==> config.mk <==
export PLATFORM = sky130hd
export DESIGN_NAME = limit_sweep_speed_profiler_core
export DESIGN_NICKNAME = d
export VERILOG_FILES = /design/src/lssp_pkg.sv /design/src/lssp_step.sv /design/src/limit_sweep_speed_profiler_core.sv
export SDC_FILE = /design/constraint.sdc
export NUM_CORES = 1
export LEC_CHECK = 0
export BUFFER_PORTS_ARGS = -buffer_cell sky130_fd_sc_hd__buf_2
export CAP_MARGIN = 20
export CORE_MARGIN = 8
export CORE_UTILIZATION = 40
export CTS_CLUSTER_DIAMETER = 200
export DETAILED_ROUTE_END_ITERATION = 12
export PLACE_DENSITY_LB_ADDON = 0.12
export SYNTH_ARGS = -nofsm -noshare
export SYNTH_HDL_FRONTEND = slang
export SYNTH_SLANG_ARGS = --single-unit
==> constraint.sdc <==
create_clock -name clk -period 15.4 [get_ports clk]
set_clock_uncertainty 0.2 [all_clocks]
set_input_delay 0 -clock clk [delete_from_list [all_inputs] [get_ports clk]]
set_output_delay 0 -clock clk [all_outputs]
set_load 0.01 [all_outputs]
==> src/lssp_pkg.sv <==
// Shared types and constants of the limit sweep speed profiler.
package lssp_pkg;

	localparam int unsigned TICK_W  = 13;
	localparam int unsigned SPEED_W = 15;
	localparam int unsigned POS_W   = 16;

	localparam logic [TICK_W-1:0]  STARTUP_TICKS = 13'd5200;
	localparam logic [SPEED_W-1:0] SPEED_FLOOR   = 15'd2000;
	localparam logic [SPEED_W-1:0] RESET_SPEED   = 15'd4000;
	localparam logic signed [POS_W+1:0] RAMP_ZONE = 18'sd1000;

	localparam logic signed [POS_W-1:0] RESET_LEFT_BOUND  = -16'sd20000;
	localparam logic signed [POS_W-1:0] RESET_RIGHT_BOUND = 16'sd20000;
	localparam logic [SPEED_W-1:0]      RESET_MAX_SPEED   = 15'd4000;

	localparam logic [1:0] REG_LEFT_BOUND  = 2'd0;
	localparam logic [1:0] REG_RIGHT_BOUND = 2'd1;
	localparam logic [1:0] REG_MAX_SPEED   = 2'd2;

	localparam logic [1:0] HOME_WAIT   = 2'd0;
	localparam logic [1:0] HOME_RELOAD = 2'd1;
	localparam logic [1:0] HOME_DONE   = 2'd2;

	typedef struct packed {
		logic signed [POS_W-1:0] left_bound;
		logic signed [POS_W-1:0] right_bound;
		logic [SPEED_W-1:0]      max_speed;
	} cfg_t;

	typedef struct packed {
		logic               running;
		logic [TICK_W-1:0]  ticks;
		logic               sweep_left;
		logic               polarity;
		logic [SPEED_W-1:0] speed;
		logic [1:0]         home;
		logic               indicator;
	} state_t;

	typedef struct packed {
		logic signed [POS_W-1:0] left_drive;
		logic signed [POS_W-1:0] right_drive;
		logic                    reload_counter;
		logic                    led_on;
		logic                    moving_left;
		logic                    running;
	} result_t;

endpackage

==> src/lssp_step.sv <==
// Next-state and result logic for one control tick of the speed profiler.
module lssp_step (
	input  lssp_pkg::cfg_t                   cfg,
	input  lssp_pkg::state_t                 cur,
	input  logic signed [lssp_pkg::POS_W-1:0] position,
	input  logic                             home_switch,
	input  logic                             enable,
	output lssp_pkg::state_t                 nxt,
	output lssp_pkg::result_t                res
);

	logic signed [lssp_pkg::POS_W+1:0] pos_x;
	logic signed [lssp_pkg::POS_W+1:0] left_zone;
	logic signed [lssp_pkg::POS_W+1:0] right_zone;
	logic signed [lssp_pkg::POS_W+1:0] left_x;
	logic signed [lssp_pkg::POS_W+1:0] right_x;
	logic signed [lssp_pkg::SPEED_W+1:0] dec_sum;
	logic [lssp_pkg::SPEED_W:0]   inc_sum;
	logic [lssp_pkg::SPEED_W-1:0] speed_dec;
	logic [lssp_pkg::SPEED_W-1:0] speed_inc;
	logic in_left_zone;
	logic in_right_zone;
	logic [lssp_pkg::TICK_W-1:0] ticks_inc;
	logic signed [lssp_pkg::POS_W-1:0] spd;
	logic signed [lssp_pkg::POS_W-1:0] drive_l;
	logic signed [lssp_pkg::POS_W-1:0] drive_r;
	logic reload;

	assign pos_x      = {{2{position[lssp_pkg::POS_W-1]}}, position};
	assign left_x     = {{2{cfg.left_bound[lssp_pkg::POS_W-1]}}, cfg.left_bound};
	assign right_x    = {{2{cfg.right_bound[lssp_pkg::POS_W-1]}}, cfg.right_bound};
	assign left_zone  = left_x + lssp_pkg::RAMP_ZONE;
	assign right_zone = right_x - lssp_pkg::RAMP_ZONE;
	assign in_left_zone  = pos_x < left_zone;
	assign in_right_zone = pos_x > right_zone;

	assign dec_sum   = $signed({2'b00, cur.speed}) - 17'sd4;
	assign speed_dec = (dec_sum <= $signed({2'b00, lssp_pkg::SPEED_FLOOR})) ?
		lssp_pkg::SPEED_FLOOR : dec_sum[lssp_pkg::SPEED_W-1:0];
	assign inc_sum   = {1'b0, cur.speed} + 16'd3;
	assign speed_inc = (inc_sum >= {1'b0, cfg.max_speed}) ?
		cfg.max_speed : inc_sum[lssp_pkg::SPEED_W-1:0];

	assign ticks_inc = cur.ticks + 13'd1;
	assign spd       = $signed({1'b0, cur.speed});

	always_comb begin
		nxt    = cur;
		reload = 1'b0;
		case (cur.home)
			lssp_pkg::HOME_WAIT: begin
				if (home_switch) begin
					nxt.home      = lssp_pkg::HOME_RELOAD;
					nxt.indicator = 1'b1;
				end
			end
			lssp_pkg::HOME_RELOAD: begin
				reload   = 1'b1;
				nxt.home = lssp_pkg::HOME_DONE;
			end
			default: ;
		endcase

		if (!cur.running) begin
			nxt.ticks = ticks_inc;
			if (ticks_inc == lssp_pkg::STARTUP_TICKS) begin
				nxt.ticks      = '0;
				nxt.running    = 1'b1;
				nxt.sweep_left = 1'b1;
				nxt.polarity   = position[lssp_pkg::POS_W-1];
				nxt.indicator  = 1'b1;
			end
		end else begin
			nxt.indicator = 1'b0;
			if (cur.sweep_left) begin
				if (pos_x <= left_x) begin
					nxt.sweep_left = 1'b0;
					nxt.home       = lssp_pkg::HOME_WAIT;
				end
				if (in_left_zone) begin
					nxt.speed = speed_dec;
				end else if (in_right_zone) begin
					nxt.speed = speed_inc;
				end
			end else begin
				if (pos_x >= right_x) begin
					nxt.sweep_left = 1'b1;
					nxt.home       = lssp_pkg::HOME_WAIT;
				end
				if (in_left_zone) begin
					nxt.speed = speed_inc;
				end else if (in_right_zone) begin
					nxt.speed = speed_dec;
				end
			end
		end

		if (!nxt.running || (nxt.polarity == nxt.sweep_left)) begin
			drive_l = $signed({1'b0, nxt.speed});
			drive_r = -$signed({1'b0, nxt.speed});
		end else begin
			drive_l = -$signed({1'b0, nxt.speed});
			drive_r = $signed({1'b0, nxt.speed});
		end
		if (!cur.running) begin
			drive_l = spd;
			drive_r = -spd;
		end
		if (!enable) begin
			drive_l = '0;
			drive_r = '0;
		end

		res.left_drive     = drive_l;
		res.right_drive    = drive_r;
		res.reload_counter = reload;
		res.led_on         = nxt.indicator;
		res.moving_left    = nxt.sweep_left;
		res.running        = nxt.running;
	end

endmodule

==> src/limit_sweep_speed_profiler_core.sv <==
// Top level of the limit sweep speed profiler: handshakes, registers and state.
//
//  channel | direction | payload
//  s_*     | in        | s_tdata: position, home_switch, enable
//  m_*     | out       | m_tdata: left_drive, right_drive, reload_counter, led_on,
//          |           |          moving_left, running
//  cfg_*   | in        | cfg_index, cfg_data (register write, always ready)
//
// One request per cycle while m_tready holds; each passes through the input register,
// then the step logic into the result register.
// Reset clears the state (speed to RESET_SPEED) and loads the register defaults; no clearing pass.
// A stalled result holds in the output register while one more request waits
// in the input register.
module limit_sweep_speed_profiler_core (
	input  logic        clk,
	input  logic        arst_n,
	input  logic        s_tvalid,
	output logic        s_tready,
	input  logic [23:0] s_tdata,   // position[15:0], home_switch[16], enable[17], zero
	output logic        m_tvalid,
	input  logic        m_tready,
	output logic [39:0] m_tdata,   // left_drive[15:0], right_drive[31:16],
	                               // reload_counter[32], led_on[33], moving_left[34],
	                               // running[35], zero
	input  logic        cfg_valid,
	output logic        cfg_ready,
	input  logic [1:0]  cfg_index,
	input  logic [15:0] cfg_data
);

	lssp_pkg::cfg_t    cfg_q;
	lssp_pkg::state_t  state_q;
	lssp_pkg::state_t  state_nxt;
	lssp_pkg::result_t res_nxt;
	lssp_pkg::result_t res_q;

	logic                              valid_s1;
	logic signed [lssp_pkg::POS_W-1:0] pos_s1;
	logic                              sw_s1;
	logic                              en_s1;
	logic                              out_valid_q;
	logic                              advance;

	assign cfg_ready = 1'b1;
	assign advance   = valid_s1 && (!out_valid_q || m_tready);
	assign s_tready  = !valid_s1 || advance;
	assign m_tvalid  = out_valid_q;
	assign m_tdata   = {4'b0000, res_q.running, res_q.moving_left, res_q.led_on,
		res_q.reload_counter, res_q.right_drive, res_q.left_drive};

	always_ff @(posedge clk or negedge arst_n) begin
		if (!arst_n) begin
			cfg_q.left_bound  <= lssp_pkg::RESET_LEFT_BOUND;
			cfg_q.right_bound <= lssp_pkg::RESET_RIGHT_BOUND;
			cfg_q.max_speed   <= lssp_pkg::RESET_MAX_SPEED;
		end else if (cfg_valid) begin
			case (cfg_index)
				lssp_pkg::REG_LEFT_BOUND:  cfg_q.left_bound  <= cfg_data;
				lssp_pkg::REG_RIGHT_BOUND: cfg_q.right_bound <= cfg_data;
				lssp_pkg::REG_MAX_SPEED:   cfg_q.max_speed   <= cfg_data[lssp_pkg::SPEED_W-1:0];
				default: ;
			endcase
		end
	end

	always_ff @(posedge clk or negedge arst_n) begin
		if (!arst_n) begin
			valid_s1 <= 1'b0;
		end else if (s_tready) begin
			valid_s1 <= s_tvalid;
		end
	end

	always_ff @(posedge clk) begin
		if (s_tready && s_tvalid) begin
			pos_s1 <= s_tdata[15:0];
			sw_s1  <= s_tdata[16];
			en_s1  <= s_tdata[17];
		end
	end

	lssp_step u_step (
		.cfg         (cfg_q),
		.cur         (state_q),
		.position    (pos_s1),
		.home_switch (sw_s1),
		.enable      (en_s1),
		.nxt         (state_nxt),
		.res         (res_nxt)
	);

	always_ff @(posedge clk or negedge arst_n) begin
		if (!arst_n) begin
			state_q.running    <= 1'b0;
			state_q.ticks      <= '0;
			state_q.sweep_left <= 1'b0;
			state_q.polarity   <= 1'b0;
			state_q.speed      <= lssp_pkg::RESET_SPEED;
			state_q.home       <= lssp_pkg::HOME_WAIT;
			state_q.indicator  <= 1'b0;
			out_valid_q        <= 1'b0;
		end else begin
			if (advance) begin
				state_q     <= state_nxt;
				out_valid_q <= 1'b1;
			end else if (m_tready) begin
				out_valid_q <= 1'b0;
			end
		end
	end

	always_ff @(posedge clk) begin
		if (advance) begin
			res_q <= res_nxt;
		end
	end

`ifndef ASSERT_OFF
	a_running_sticks: assert property (@(posedge clk) disable iff (!arst_n)
		state_q.running |=> state_q.running)
		else $error("run phase left");

	a_state_holds: assert property (@(posedge clk) disable iff (!arst_n)
		!advance |=> $stable(state_q))
		else $error("state changed without a request");

	a_reload_follows: assert property (@(posedge clk) disable iff (!arst_n)
		(advance && state_q.home == lssp_pkg::HOME_RELOAD) |=> res_q.reload_counter)
		else $error("reload not requested");

	a_drives_opposed: assert property (@(posedge clk) disable iff (!arst_n)
		out_valid_q |-> ((res_q.left_drive + res_q.right_drive) == 16'sd0))
		else $error("drives not opposed");
`endif

endmodule

* Word level (Yosys, flattened, before mapping)
Cells that the tools add are included.
** Storage, ports and cells
- Output and inout bits :: 43
- Input bits :: 47
- Register bits :: 137
** Cells by class
- Equality and inequality tests :: 5
- Bitwise logic cells :: 2
- Magnitude comparators :: 6
- Reductions and logical operators :: 16
- Multiplexer cells :: 29
- $add $sub $neg :: 7
** Operators with widths (number)
- $mux W15 :: 8
- $mux W16 :: 3
- $mux W17 :: 2
- $neg A15 Y16 :: 2
- $add A16 B11 Y17 const B :: 1
- $gt A16 B17 Y1 :: 1
- $le A17 B12 Y1 const B :: 1
- $lt A16 B17 Y1 :: 1
- $sub A16 B11 Y17 const B :: 1
- $add A15 B2 Y16 const B :: 1
- $ge A16 B15 Y1 :: 1
- $ge A16 B16 Y1 :: 1
- $le A16 B16 Y1 :: 1
- $sub A15 B3 Y16 const B :: 1
- $mux W14 :: 1
- $add A13 B1 Y13 const B :: 1
- $eq A13 B13 Y1 const B :: 1
- $mux W1 :: 11
- $reduce_and A2 Y1 :: 4
- $eq A2 B1 Y1 const B :: 2
- $logic_not A2 Y1 :: 2
- $mux W2 :: 2
- $pmux W2 S2 :: 1
- $logic_not A1 Y1 :: 3
- other kinds (8) :: 12

* Longest topological paths before layout
Gate-level depths: netlist of the first run.
- Depth after elaboration :: 10
- Mapped depth :: 22

* Hierarchy
A second synthesis of the first run with hierarchy kept.
** Second synthesis, totals
- Cells, all modules :: 1059
- Area, all modules :: 10453.8 um^2
** By module, submodules not included
- lssp_step :: area an instance 5632.9 um^2, times used 1, cells an instance 818
- limit_sweep_speed_profiler_core :: area an instance 4820.9 um^2, times used 1, cells an instance 241

* Least setup slack after synthesis of the first run
OpenSTA, ideal clock, no wires.
- Kind :: reg2reg
- From :: register state_q[3] (netlist bit)
- To :: register res_q (netlist bit m_tdata[13]) (data pin)
- Buffers on the path :: 4
- Data required time :: 14943 ps
- Setup slack :: 9826 ps
- Arrival time :: 5117 ps
- Cell stages (with the launch flop) :: 23
- Library setup time :: 257 ps
- Cells stage by stage :: dfrtp_1 -> clkbuf_1 -> inv_1 -> ha_1 -> clkbuf_1 -> nor2b_1 -> nor2b_1 -> and4_1 -> xor2_1 -> ha_1 -> nand2_1 -> o21ai_0 -> a221oi_1 -> o211a_1 -> clkbuf_1 -> buf_2 -> mux2i_1 -> o22ai_1 -> a222oi_1 -> nand3b_1 -> nor4_2 -> nand4_1 -> a32o_1
** Between the ends
- Word-level cells in the longest chain between the ends :: 10
- Elaborated cells between the ends (all ways) :: 15
- Those cells by class :: add/sub: 3; order compare: 2; mux: 10
** Ends and longest elaborated chain
- start, declared :: RTL line limit_sweep_speed_profiler_core.sv:32 : lssp_pkg::state_t state_q;
- start signal, assigned :: RTL line limit_sweep_speed_profiler_core.sv:104 : state_q <= state_nxt;
- $sub A15 B3 Y16 / $add A15 B2 Y16 (equally long branches) :: RTL line lssp_step.sv:37, lssp_step.sv:40
- $le A17 B12 Y1 / $ge A16 B15 Y1 (equally long branches) :: RTL line lssp_step.sv:38, lssp_step.sv:41
- $mux W15, on equally long branches :: RTL line lssp_step.sv:38, lssp_step.sv:41
- $mux W15, on equally long branches :: RTL line lssp_step.sv:92, lssp_step.sv:82
- $mux W15, on equally long branches :: RTL line lssp_step.sv:90, lssp_step.sv:80
- $mux W17 :: RTL line lssp_step.sv:75 : if (cur.sweep_left) begin
- $mux W17 (*) :: RTL line lssp_step.sv:64 : if (!cur.running) begin
- $neg A15 Y16 :: RTL line lssp_step.sv:102 : drive_l = -$signed({1'b0, nxt.speed});
- $mux W15 (*) :: RTL line lssp_step.sv:98 : if (!nxt.running || (nxt.polarity == nxt.sweep_left)) begin
- $mux W15 (*) :: RTL line lssp_step.sv:105 : if (!cur.running) begin
- end signal, assigned :: RTL line limit_sweep_speed_profiler_core.sv:114 : res_q <= res_nxt;
- end, declared :: RTL line limit_sweep_speed_profiler_core.sv:35 : lssp_pkg::result_t res_q;
Mark *: on every way between the ends. The rest lies on a longest branch, timed or not.
A chain may end at the register's enable or synchronous reset.

* Worst setup path in the final report of the first run
- From :: register cfg_q[36] (netlist bit)
- To :: register res_q (netlist bit m_tdata[13]) (data pin)
** Between the ends
- Word-level cells in the longest chain between the ends :: 8
- Elaborated cells between the ends (all ways) :: 15
- Those cells by class :: add/sub: 2; order compare: 2; eq/ne: 1; mux: 9; reduce/logical: 1
** Ends and longest elaborated chain
- start, declared :: RTL line limit_sweep_speed_profiler_core.sv:31 : lssp_pkg::cfg_t cfg_q;
- $add A16 B11 Y17 / $le A16 B16 Y1 (equally long branches) :: RTL line lssp_step.sv:32, lssp_step.sv:76
- $lt A16 B17 Y1 / $mux W1 (equally long branches) :: RTL line lssp_step.sv:34, lssp_step.sv:76
- $mux W15, or another cell as far along :: RTL line lssp_step.sv:90 : if (in_left_zone) begin
- $mux W17 / $mux W1 (equally long branches) :: RTL line lssp_step.sv:75, lssp_step.sv:64
- $mux W17 / $eq A1 B1 Y1 (equally long branches) :: RTL line lssp_step.sv:64, lssp_step.sv:98
- $neg A15 Y16 / $logic_or A1 B1 Y1 (equally long branches) :: RTL line lssp_step.sv:102, lssp_step.sv:98
- $mux W15 (*) :: RTL line lssp_step.sv:98
- $mux W15 (*) :: RTL line lssp_step.sv:105
Marks and branches as above.

==> results_dict.tcl, run 1 <==
set metrics [dict create \
    status "completed" \
    synth-seq-cells 136 \
    area_growth_pct 18.0 \
    worstMarginPinSlew_ns 1.00 \
    start_util 0.408 \
    tritoncts "done" \
    cp-end-kind "flip-flop" \
    finalHoldViolCount 0 \
    yosysTopAreaCell "edfxtp_1" \
    r2r-end "m_tdata[13]" \
    cts-root-buf "clkbuf_16" \
    synth_edf_count 53 \
    period_needed_ns 7.12 \
    first_global_vias 8785 \
    max_freq_mhz 140 \
    wirelength_um 30100 \
    critPathSlowestCell "mux2i_1" \
    cts.sinks 136 \
    nNetsFinal 1351 \
    max_slew_margin 0.331 \
    p_int_mw 1.25 \
    final_cell_area_mm2 0.0121 \
    fin_crit_sh 0.463 \
    post_cts_buffers 0 \
    start_kind "flip-flop" \
    drtIter0Drc 719 \
    cp.arrival_ns 7.10 \
    synth_ff_type "dfrtp_1" \
    dp_hpwl_um 21800 \
    final_common_cell "nand2_1" \
    grtUsageTotal 0.197 \
    cellPowerDensity_mw_per_mm2 188 \
    yosysWarnings 0 \
    cp.depth 18 \
    rows 58 \
    r2r_start "cfg_q[36]" \
    antenna_found_initial 0 \
    max-vdd-ir-drop_mv 0.0762 \
    cpPeakStageDelay_ns 0.80 \
    crit_top_cell "nand4_1" \
    ff2ff_setup_slack_ns 8.28 \
    final_cell_mix "nand2_1, ha_1, o21ai_0" \
    timing.hold.ws_ns 0.0734 \
    die_h_um 176 \
    critical_path_required_ns 15.38 \
    vias 8879 \
    crit_fanout 21 \
    io_pins 90 \
    place_congestion 0.896 \
    synth_area_leaders "edfxtp_1, dfrtp_1, ha_1" \
    pwr-share-comb 0.543 \
    cp-startpoint "cfg_q[36]" \
    power.total_mw 2.27 \
    grt_start_max_net_pins 66 \
    postRouteAntennaNets 0 \
    synth.avg_cell_area_um2 9.26 \
    dpl-instance-area_mm2 0.0109 \
    num-fill-cells 2385 \
    clk_latency_ns 0.43 \
    power.leakage_nw 5.00 \
    hp-class "input pin to flip-flop" \
    critPathTopFamily "compound AO/OA/AOI/OAI gates" \
    grt_pass1_wl_um 48600 \
    cts-htree-levels 4 \
    ctsResizeCount 0 \
    syn_area_mm2 0.0103 \
    die_width_um 176 \
    seq_area_frac_synth 0.360 \
    synthCells 1110 \
    layout-drive-gt1-share 0.166 \
    cp.buffers_inverters 1 \
    rsz0062_at_grt "no" \
    setup_ws_ns 8.28 \
    cap_violations 0 \
    seq_power_share 0.271 \
    critical_path.cell_chain "inv_1, nand4_1, nand2b_1, o21ai_0, nor2_1, xnor2_1, ha_1, nand4_1, or4_1, a31oi_1, o31a_1, mux2i_1, o21ai_1, a32oi_2, o2111ai_1, nor4_2, nand4_1, a32o_1" \
    p_sw_mw 1.02 \
    slew_viol_final 0 \
    reg2reg_depth 18 \
    overflow 0 \
    drtPass1Iterations 6 \
    antenna_cells 0 \
    clk_pin_slew_ns 0.06 \
    tns_ns 0 \
    avgViaCountPerCell 5.68 \
    ys_types 85 \
    port_buffers 78 \
    cts_buffer_depth 2 \
    cts_hold_buf 62 \
    die-area_mm2 0.0311 \
    coreArea_mm2 0.0252 \
    synth_top_area_frac 0.155 \
    wl_per_cell_um 19.2 \
    swShare 0.450 \
    cp-endpoint "m_tdata[13]" \
    async_reset_ff_frac 0.610 \
    worstSetupPathType "flip-flop to flip-flop" \
    dp_slack_ns 8.35 \
    drc 0 \
    clkPwrFrac 0.185 \
    setup_viol 0 \
    numCtsBuffers 17 \
]
cells by family (layout without fill, tap and decap cells):
group | after synthesis | in the layout | share of synthesized area
compound gates | 292 | 292 | 0.198
xor+xnor | 73 | 73 | 0.0622
fa+ha+maj | 83 | 83 | 0.101
buf+inv | 134 | 255 | 0.0542
flops | 136 | 136 | 0.360
mux | 52 | 52 | 0.0554
other cells | 2 | 5 | 0.000731
simple gates | 338 | 338 | 0.168
flip-flops by register name, summed over array words and instances, names as in the netlist:
| signal | cells |
|---|---|
| state_q | 34 |
| valid_s1 | 1 |
| m_tvalid | 1 |
| cfg_q | 47 |
| en_s1 | 1 |
| m_tdata | 35 |
| sw_s1 | 1 |
| pos_s1 | 16 |
per-layer routing:
| metal | vias up | routed length [um] | track usage |
|---|---|---|---|
| met5 | - | 0 | 0 |
| li1 | 4320 | - | - |
| met4 | 0 | 809 | 0.0728 |
| met1 | 4266 | 13900 | 0.266 |
| met3 | 48 | 1450 | 0.0286 |
| met2 | 245 | 13900 | 0.315 |
synth_stat cells (all sizes together) (9+ instances only):
master	n
a211oi	16
a21o	10
a21oi	41
a31oi	16
a32oi	9
buf	24
clkbuf	39
dfrtp	59
dfstp	24
edfxtp	53
ha	83
inv	70
mux2	39
mux2i	13
nand2	119
nand2b	12
nand3	24
nand4	21
nor2	56
nor2b	10
nor3	27
nor4	11
o211ai	16
o21a	12
o21ai	81
o22ai	9
o31ai	9
xnor2	54
xor2	19
power by group through the flow:
stage / logic (mW) / clock network (mW) / registers, mW
finish: 1.23 / 0.421 / 0.617
global route: 1.36 / 0.445 / 0.632
CTS: 1.23 / 0.430 / 0.616
detailed placement: 1.21 / 0 / 0.622
global placement: 1.20 / 0 / 0.621
floorplan: 0.937 / 0 / 0.555
area by class of cell:
cell class	instances	area (um^2)	share of cell area
multi-input combinational	843	6050	0.499
sequential	136	3700	0.305
timing repair buffer	152	1100	0.0910
tap	330	413	0.0341
inverter	71	267	0.0220
clock inverter	11	150	0.0124
clock buffer	21	440	0.0363
how the worst min path moves through the flow:
stage / startpoint / slack, ns / to / depth (start not counted)
final: s_tdata[3] / 0.07 / pos_s1[3] / 2
after global routing: s_tdata[6] / 0.06 / pos_s1[6] / 2
after CTS: s_tdata[8] / 0.06 / pos_s1[8] / 2
after detailed placement: arst_n / -0.29 / cfg_q[13] / 1
after global placement: arst_n / -0.29 / cfg_q[12] / 1
after floorplan: arst_n / -0.50 / cfg_q[0] / 0
through the flow:
stage               cells   util
floorplan            1113      -
global placement     1470  0.433
detailed placement   1470  0.433
CTS                  1564  0.481
global route         1564  0.481
finish               1564  0.481
(Power assumes the default switching activity.)
==> run 2, diff against run 1 <==
- clock period: 15.4 -> 6.7 ns (I/O delays scaled with it)
==> run 2 against run 1 <==
Compared with the run above:
- worst setup slack worse by 7.8 ns
- sequential share of layout area is 0.31 points lower
- critical path depth down 1
- critical path type unchanged
- largest power group unchanged
==> results_dict.tcl, run 2 (synthesis results as in run 1) <==
set metrics [dict create \
    io_pins 90 \
    cts-htree-levels 4 \
    layout-drive-gt1-share 0.178 \
    area_growth_pct 19.2 \
    ctsResizeCount 0 \
    nNetsFinal 1366 \
    dp_hpwl_um 22100 \
    cellPowerDensity_mw_per_mm2 433 \
    cts.sinks 136 \
    crit_fanout 14 \
    period_needed_ns 6.19 \
    post_cts_buffers 0 \
    overflow 0 \
    critical_path_required_ns 6.67 \
    max_freq_mhz 162 \
    finalHoldViolCount 0 \
    drc 0 \
    coreArea_mm2 0.0252 \
    status "completed" \
    cts_hold_buf 62 \
    vias 8902 \
    numCtsBuffers 17 \
    hp-class "input pin to flip-flop" \
    final_common_cell "nand2_1" \
    dp_slack_ns 0.609 \
    avgViaCountPerCell 5.64 \
    worstMarginPinSlew_ns 1.07 \
    tritoncts "done" \
    rows 58 \
    largest_reg_flops 47 \
    antenna_found_initial 0 \
    critPathTopFamily "compound AO/OA/AOI/OAI gates" \
    slew_viol_final 0 \
    drtPass1Iterations 5 \
    cp.arrival_ns 6.16 \
    critical_path.cell_chain "ha_1, nor2b_1, nor2b_1, and4_1, xor2_1, ha_1, nand2_1, o21ai_0, a221oi_1, o211a_1, mux2i_1, o221ai_1, a32oi_1, nand4b_4, o21a_1, or3_1, a32o_1" \
    die_width_um 176 \
    worstSetupPathType "flip-flop to flip-flop" \
    wl_per_cell_um 19.0 \
    rsz0062_at_grt "no" \
    first_global_vias 8886 \
    max-vdd-ir-drop_mv 0.164 \
    cpPeakStageDelay_ns 0.66 \
    regMostFlops "cfg_q" \
    die-area_mm2 0.0311 \
    r2r_start "state_q[6]" \
    start_util 0.408 \
    wirelength_um 30000 \
    clk_pin_slew_ns 0.06 \
    cp-startpoint "state_q[6]" \
    dp.cells 1485 \
    fin_crit_sh 0.924 \
    cp.buffers_inverters 0 \
    power.total_mw 5.30 \
    dpl-instance-area_mm2 0.0110 \
    cts_buffer_depth 2 \
    power.leakage_nw 5.08 \
    grtUsageTotal 0.199 \
    final_cell_area_mm2 0.0122 \
    final_cell_mix "nand2_1, ha_1, o21ai_0" \
    setup_viol 0 \
    tns_ns 0 \
    fin_cells 1579 \
    antenna_cells 0 \
    start_kind "flip-flop" \
    setup_ws_ns 0.511 \
    postRouteAntennaNets 0 \
    grt_pass1_wl_um 49200 \
    port_buffers 78 \
    cap_violations 0 \
    cp-end-kind "flip-flop" \
    min_from "s_tdata[6]" \
    cts-root-buf "clkbuf_16" \
    grt_start_max_net_pins 67 \
    die_h_um 176 \
    place_congestion 0.921 \
    critPathSlowestCell "o211a_1" \
    clk_latency_ns 0.43 \
    max_slew_margin 0.289 \
    drtIter0Drc 608 \
]
-- run 2: cell count changes in the layout (fill, tap and decap cells not counted) --
cell        before  now
clkinvlp_4       1    2
bufinv_16        3    2
inv_6            1    2
clkinv_4         4    1
clkbuf_8         0    2
clkbuf_16       17   18
clkinv_2         1    2
clkbuf_1         4    3
clkinv_1         2    1
buf_4           13   28
-- run 2: worst paths after layout --
path                                    end  slack (ns)  cells after the start
min in group asynchronous         cfg_q[10]        0.51                      3
worst max register to register  m_tdata[10]        0.51                     17
worst max-delay path            m_tdata[10]        0.51                     17
worst min-delay path              pos_s1[6]        0.08                      2
max in group asynchronous         cfg_q[14]        4.75                      4
worst min register to register   state_q[0]        0.29                      2
-- run 2: metrics by stage --
step	util	hold slack (ns)
after CTS	0.486	0.0599
final	0.486	0.0753
after floorplan	-	-0.496
after global routing	0.486	0.0710
after global placement	0.438	-0.294
after detailed placement	0.438	-0.293
-- run 2: report_power, final --
part | total, mW | leakage (nW) | switching [mW] | internal (mW)
clock network | 0.970 | 0.289 | 0.377 | 0.592
registers | 1.37 | 1.51 | 0.237 | 1.13
logic | 2.96 | 3.28 | 1.74 | 1.22
-- run 2: layout make-up --
| type | instances | area [um^2] |
|---|---|---|
| multi-input combinational | 843 | 6050 |
| clock inverter | 9 | 111 |
| inverter | 71 | 267 |
| sequential | 136 | 3700 |
| clock buffer | 23 | 489 |
| fill | 2404 | 12900 |
| timing repair buffer | 167 | 1220 |
| tap | 330 | 413 |
-- run 2: worst register-to-register path: stages, from the launching register on --
cell and delay [ns]:
dfrtp_1 0.62, ha_1 0.23, nor2b_1 0.27, nor2b_1 0.34
and4_1 0.25, xor2_1 0.21, ha_1 0.27, nand2_1 0.08
o21ai_0 0.09, a221oi_1 0.48, o211a_1 0.66, mux2i_1 0.38
o221ai_1 0.23, a32oi_1 0.50, nand4b_4 0.30, o21a_1 0.26
or3_1 0.34, a32o_1 0.21
-- run 2: layer usage --
layer | global-route usage | up-vias | share of wire
met3 | 0.0241 | 33 | 0.038
li1 | - | 4353 | -
met1 | 0.269 | 4290 | 0.47
met5 | 0 | - | 0
met2 | 0.325 | 226 | 0.47
met4 | 0.0636 | 0 | 0.021
==> run 3, diff against run 2 <==
- ABC_AREA: unset -> 1
==> run 3 against run 2 <==
Compared with the run above:
- the run now ends with hold timing left
- die area is 2.6% higher
- synthesized area is 2.8% higher
- register-to-register slack better by 0.66 ns
- critical path depth rose by 15
- critical endpoint is now m_tdata[6]
- largest cell class unchanged
- highest routed layer unchanged
==> results_dict.tcl, run 3 <==
set metrics [dict create \
    coreArea_mm2 0.0260 \
    synth_commonest_cells "nand2_1, inv_1, o21ai_0" \
    cpPeakStageDelay_ns 0.41 \
    num-fill-cells 2671 \
    cp-end-kind "flip-flop" \
    die-area_mm2 0.0319 \
    grt_start_max_net_pins 68 \
    overflow 0 \
    setup_viol 0 \
    wl_per_cell_um 15.8 \
    regMostFlops "cfg_q" \
    wirelength_um 30000 \
    clkPwrFrac 0.172 \
    die_h_um 179 \
    seq_area_frac_synth 0.350 \
    place_congestion 0.903 \
    cellPowerDensity_mw_per_mm2 426 \
    async_reset_ff_frac 0.610 \
    area_growth_pct 15.4 \
    synth_area_leaders "edfxtp_1, nand2_1, dfrtp_1" \
    cts-root-buf "clkbuf_16" \
    max_slew_margin 0.362 \
    die_width_um 179 \
    cts-htree-levels 4 \
    use_met2 0.329 \
    worstMarginPinSlew_ns 0.955 \
    dp_hpwl_um 22600 \
    postRouteAntennaNets 0 \
    status "finished with violations" \
    seq_power_share 0.256 \
    cts.sinks 136 \
    vias 9675 \
    ys_types 48 \
    rsz0062_at_grt "no" \
    grt_pass1_wl_um 48700 \
    antenna_cells 0 \
    use_met3 0.0269 \
    yosysMostFrequentCell "nand2_1" \
    critical_path_required_ns 6.63 \
    synth-seq-cells 136 \
    final_util 0.469 \
    swShare 0.500 \
    start_kind "flip-flop" \
    port_buffers 78 \
    largest_reg_flops 47 \
    slew_viol_final 0 \
    finalHoldViolCount 3 \
    nNetsFinal 1681 \
    tns_ns 0 \
    clk_latency_ns 0.43 \
    p_int_mw 2.60 \
    synth_ff_type "dfrtp_1" \
    timing.hold.ws_ns -0.000628 \
    period_needed_ns 5.53 \
    pwr-share-comb 0.572 \
    drtPass1Iterations 5 \
    tritoncts "done" \
    power.total_mw 5.20 \
    fin_crit_sh 0.825 \
    synth_top_area_frac 0.151 \
    power.leakage_nw 5.92 \
    avgViaCountPerCell 5.09 \
    start_util 0.407 \
    numCtsBuffers 17 \
    crit_top_cell "nand2_1" \
    rows 59 \
    cts_buffer_depth 2 \
    use_met1 0.251 \
    first_global_vias 9592 \
    ctsResizeCount 0 \
    max_freq_mhz 181 \
    critPathSlowestCell "dfrtp_1" \
    synth.avg_cell_area_um2 7.28 \
    worstSetupPathType "flip-flop to flip-flop" \
    io_pins 90 \
    antenna_found_initial 0 \
    drc 0 \
    grt.busiest_layer "met2" \
    grtUsageTotal 0.194 \
    p_sw_mw 2.60 \
    max-vdd-ir-drop_mv 0.205 \
    synthCells 1452 \
    cap_violations 0 \
    violations "hold timing" \
    clk_pin_slew_ns 0.06 \
    syn_area_mm2 0.0106 \
    layout-drive-gt1-share 0.132 \
    crit_fanout 14 \
    yosysWarnings 0 \
    drtIter0Drc 621 \
    hp-class "input pin to async pin" \
    synth_edf_count 53 \
    yosysTopAreaCell "edfxtp_1" \
    final_common_cell "nand2_1" \
    final_cell_mix "nand2_1, inv_1, o21ai_0" \
    cp.arrival_ns 5.46 \
]
-- run 3: changes by cell type after synthesis, sizes merged, moves of 14 or more --
cell | previous run | this run
a211oi | 16 | 0
a21oi | 41 | 85
a31oi | 16 | 2
inv | 70 | 199
mux2 | 39 | 0
nand2 | 119 | 425
nand3 | 24 | 110
nor2 | 56 | 107
nor3 | 27 | 13
o21ai | 81 | 125
xnor2 | 54 | 2
xor2 | 19 | 39
-- run 3: repair_timing --
| action | in CTS | in global routing |
|---|---|---|
| hold endpoints to repair | 135 | 21 |
| buffers inserted | 0 | 0 |
| hold buffers | 40 | 5 |
-- run 3: final cells by class --
cell class,count,area (um^2),area share
clock inverters,12,91.3,0.00749
well taps,335,419,0.0344
repair buffers,132,943,0.0774
inverters,199,747,0.0613
clock buffers,20,447,0.0366
multi-input cells,1065,5850,0.480
flip-flops and latches,136,3700,0.303
-- run 3: layer usage --
layer  share of wire  vias up
li1                -     4955
met1            0.46     4503
met2            0.48      180
met3           0.037       37
met4           0.022        0
met5               0        -
-- run 3: cells by family after synthesis --
family                   Yosys count  synth area share
buffers and inverters            254            0.0977
XOR/XNOR                          41            0.0340
adder cells (fa/ha/maj)           83            0.0983
AND/OR/NAND/NOR                  699             0.300
flip-flops                       136             0.350
other                              2          0.000711
AO/OA/AOI/OAI                    237             0.119
-- run 3: worst paths after layout --
path	start	endpoint	slack [ns]	cells after the start
worst min-delay path	arst_n	state_q[10]	-0.0006	2
max in group asynchronous	arst_n	state_q[9]	5.30	3
min in group clk	s_tdata[10]	pos_s1[10]	0.07	2
worst max register to register	cfg_q[19]	m_tdata[6]	1.17	32
worst min register to register	state_q[0]	state_q[0]	0.29	2
worst max-delay path	cfg_q[19]	m_tdata[6]	1.17	32
-- run 3: metrics by stage --
step	setup WS, ns	instances	cell area (um^2)	hold WS, ns
finish	1.17	1899	12200	-0.000628
global route	0.684	1899	12200	0.0262
CTS	1.20	1891	12100	0.00404
detailed placement	1.21	1819	11100	-0.293
global placement	1.26	1819	11100	-0.293
floorplan	2.28	1455	10600	-0.496
-- run 3: critical path, delay by kind of cell, from the launching register on --
family          cells  cell delay (ns)
buf+inv             3             0.18
fa+ha+maj           3             0.67
xor+xnor            2             0.36
compound gates      2             0.24
flops               1             0.41
simple gates       22             3.16
-- run 3: power by group through the flow --
stage          Combinational [mW]  Sequential, mW  Clock [mW]
6_report                     2.97            1.33       0.893
5_1_grt                      3.40            1.36       0.950
4_1_cts                      2.99            1.33       0.919
3_5_place_dp                 2.95            1.34           0
3_3_place_gp                 2.93            1.34           0
2_1_floorplan                2.31            1.27           0
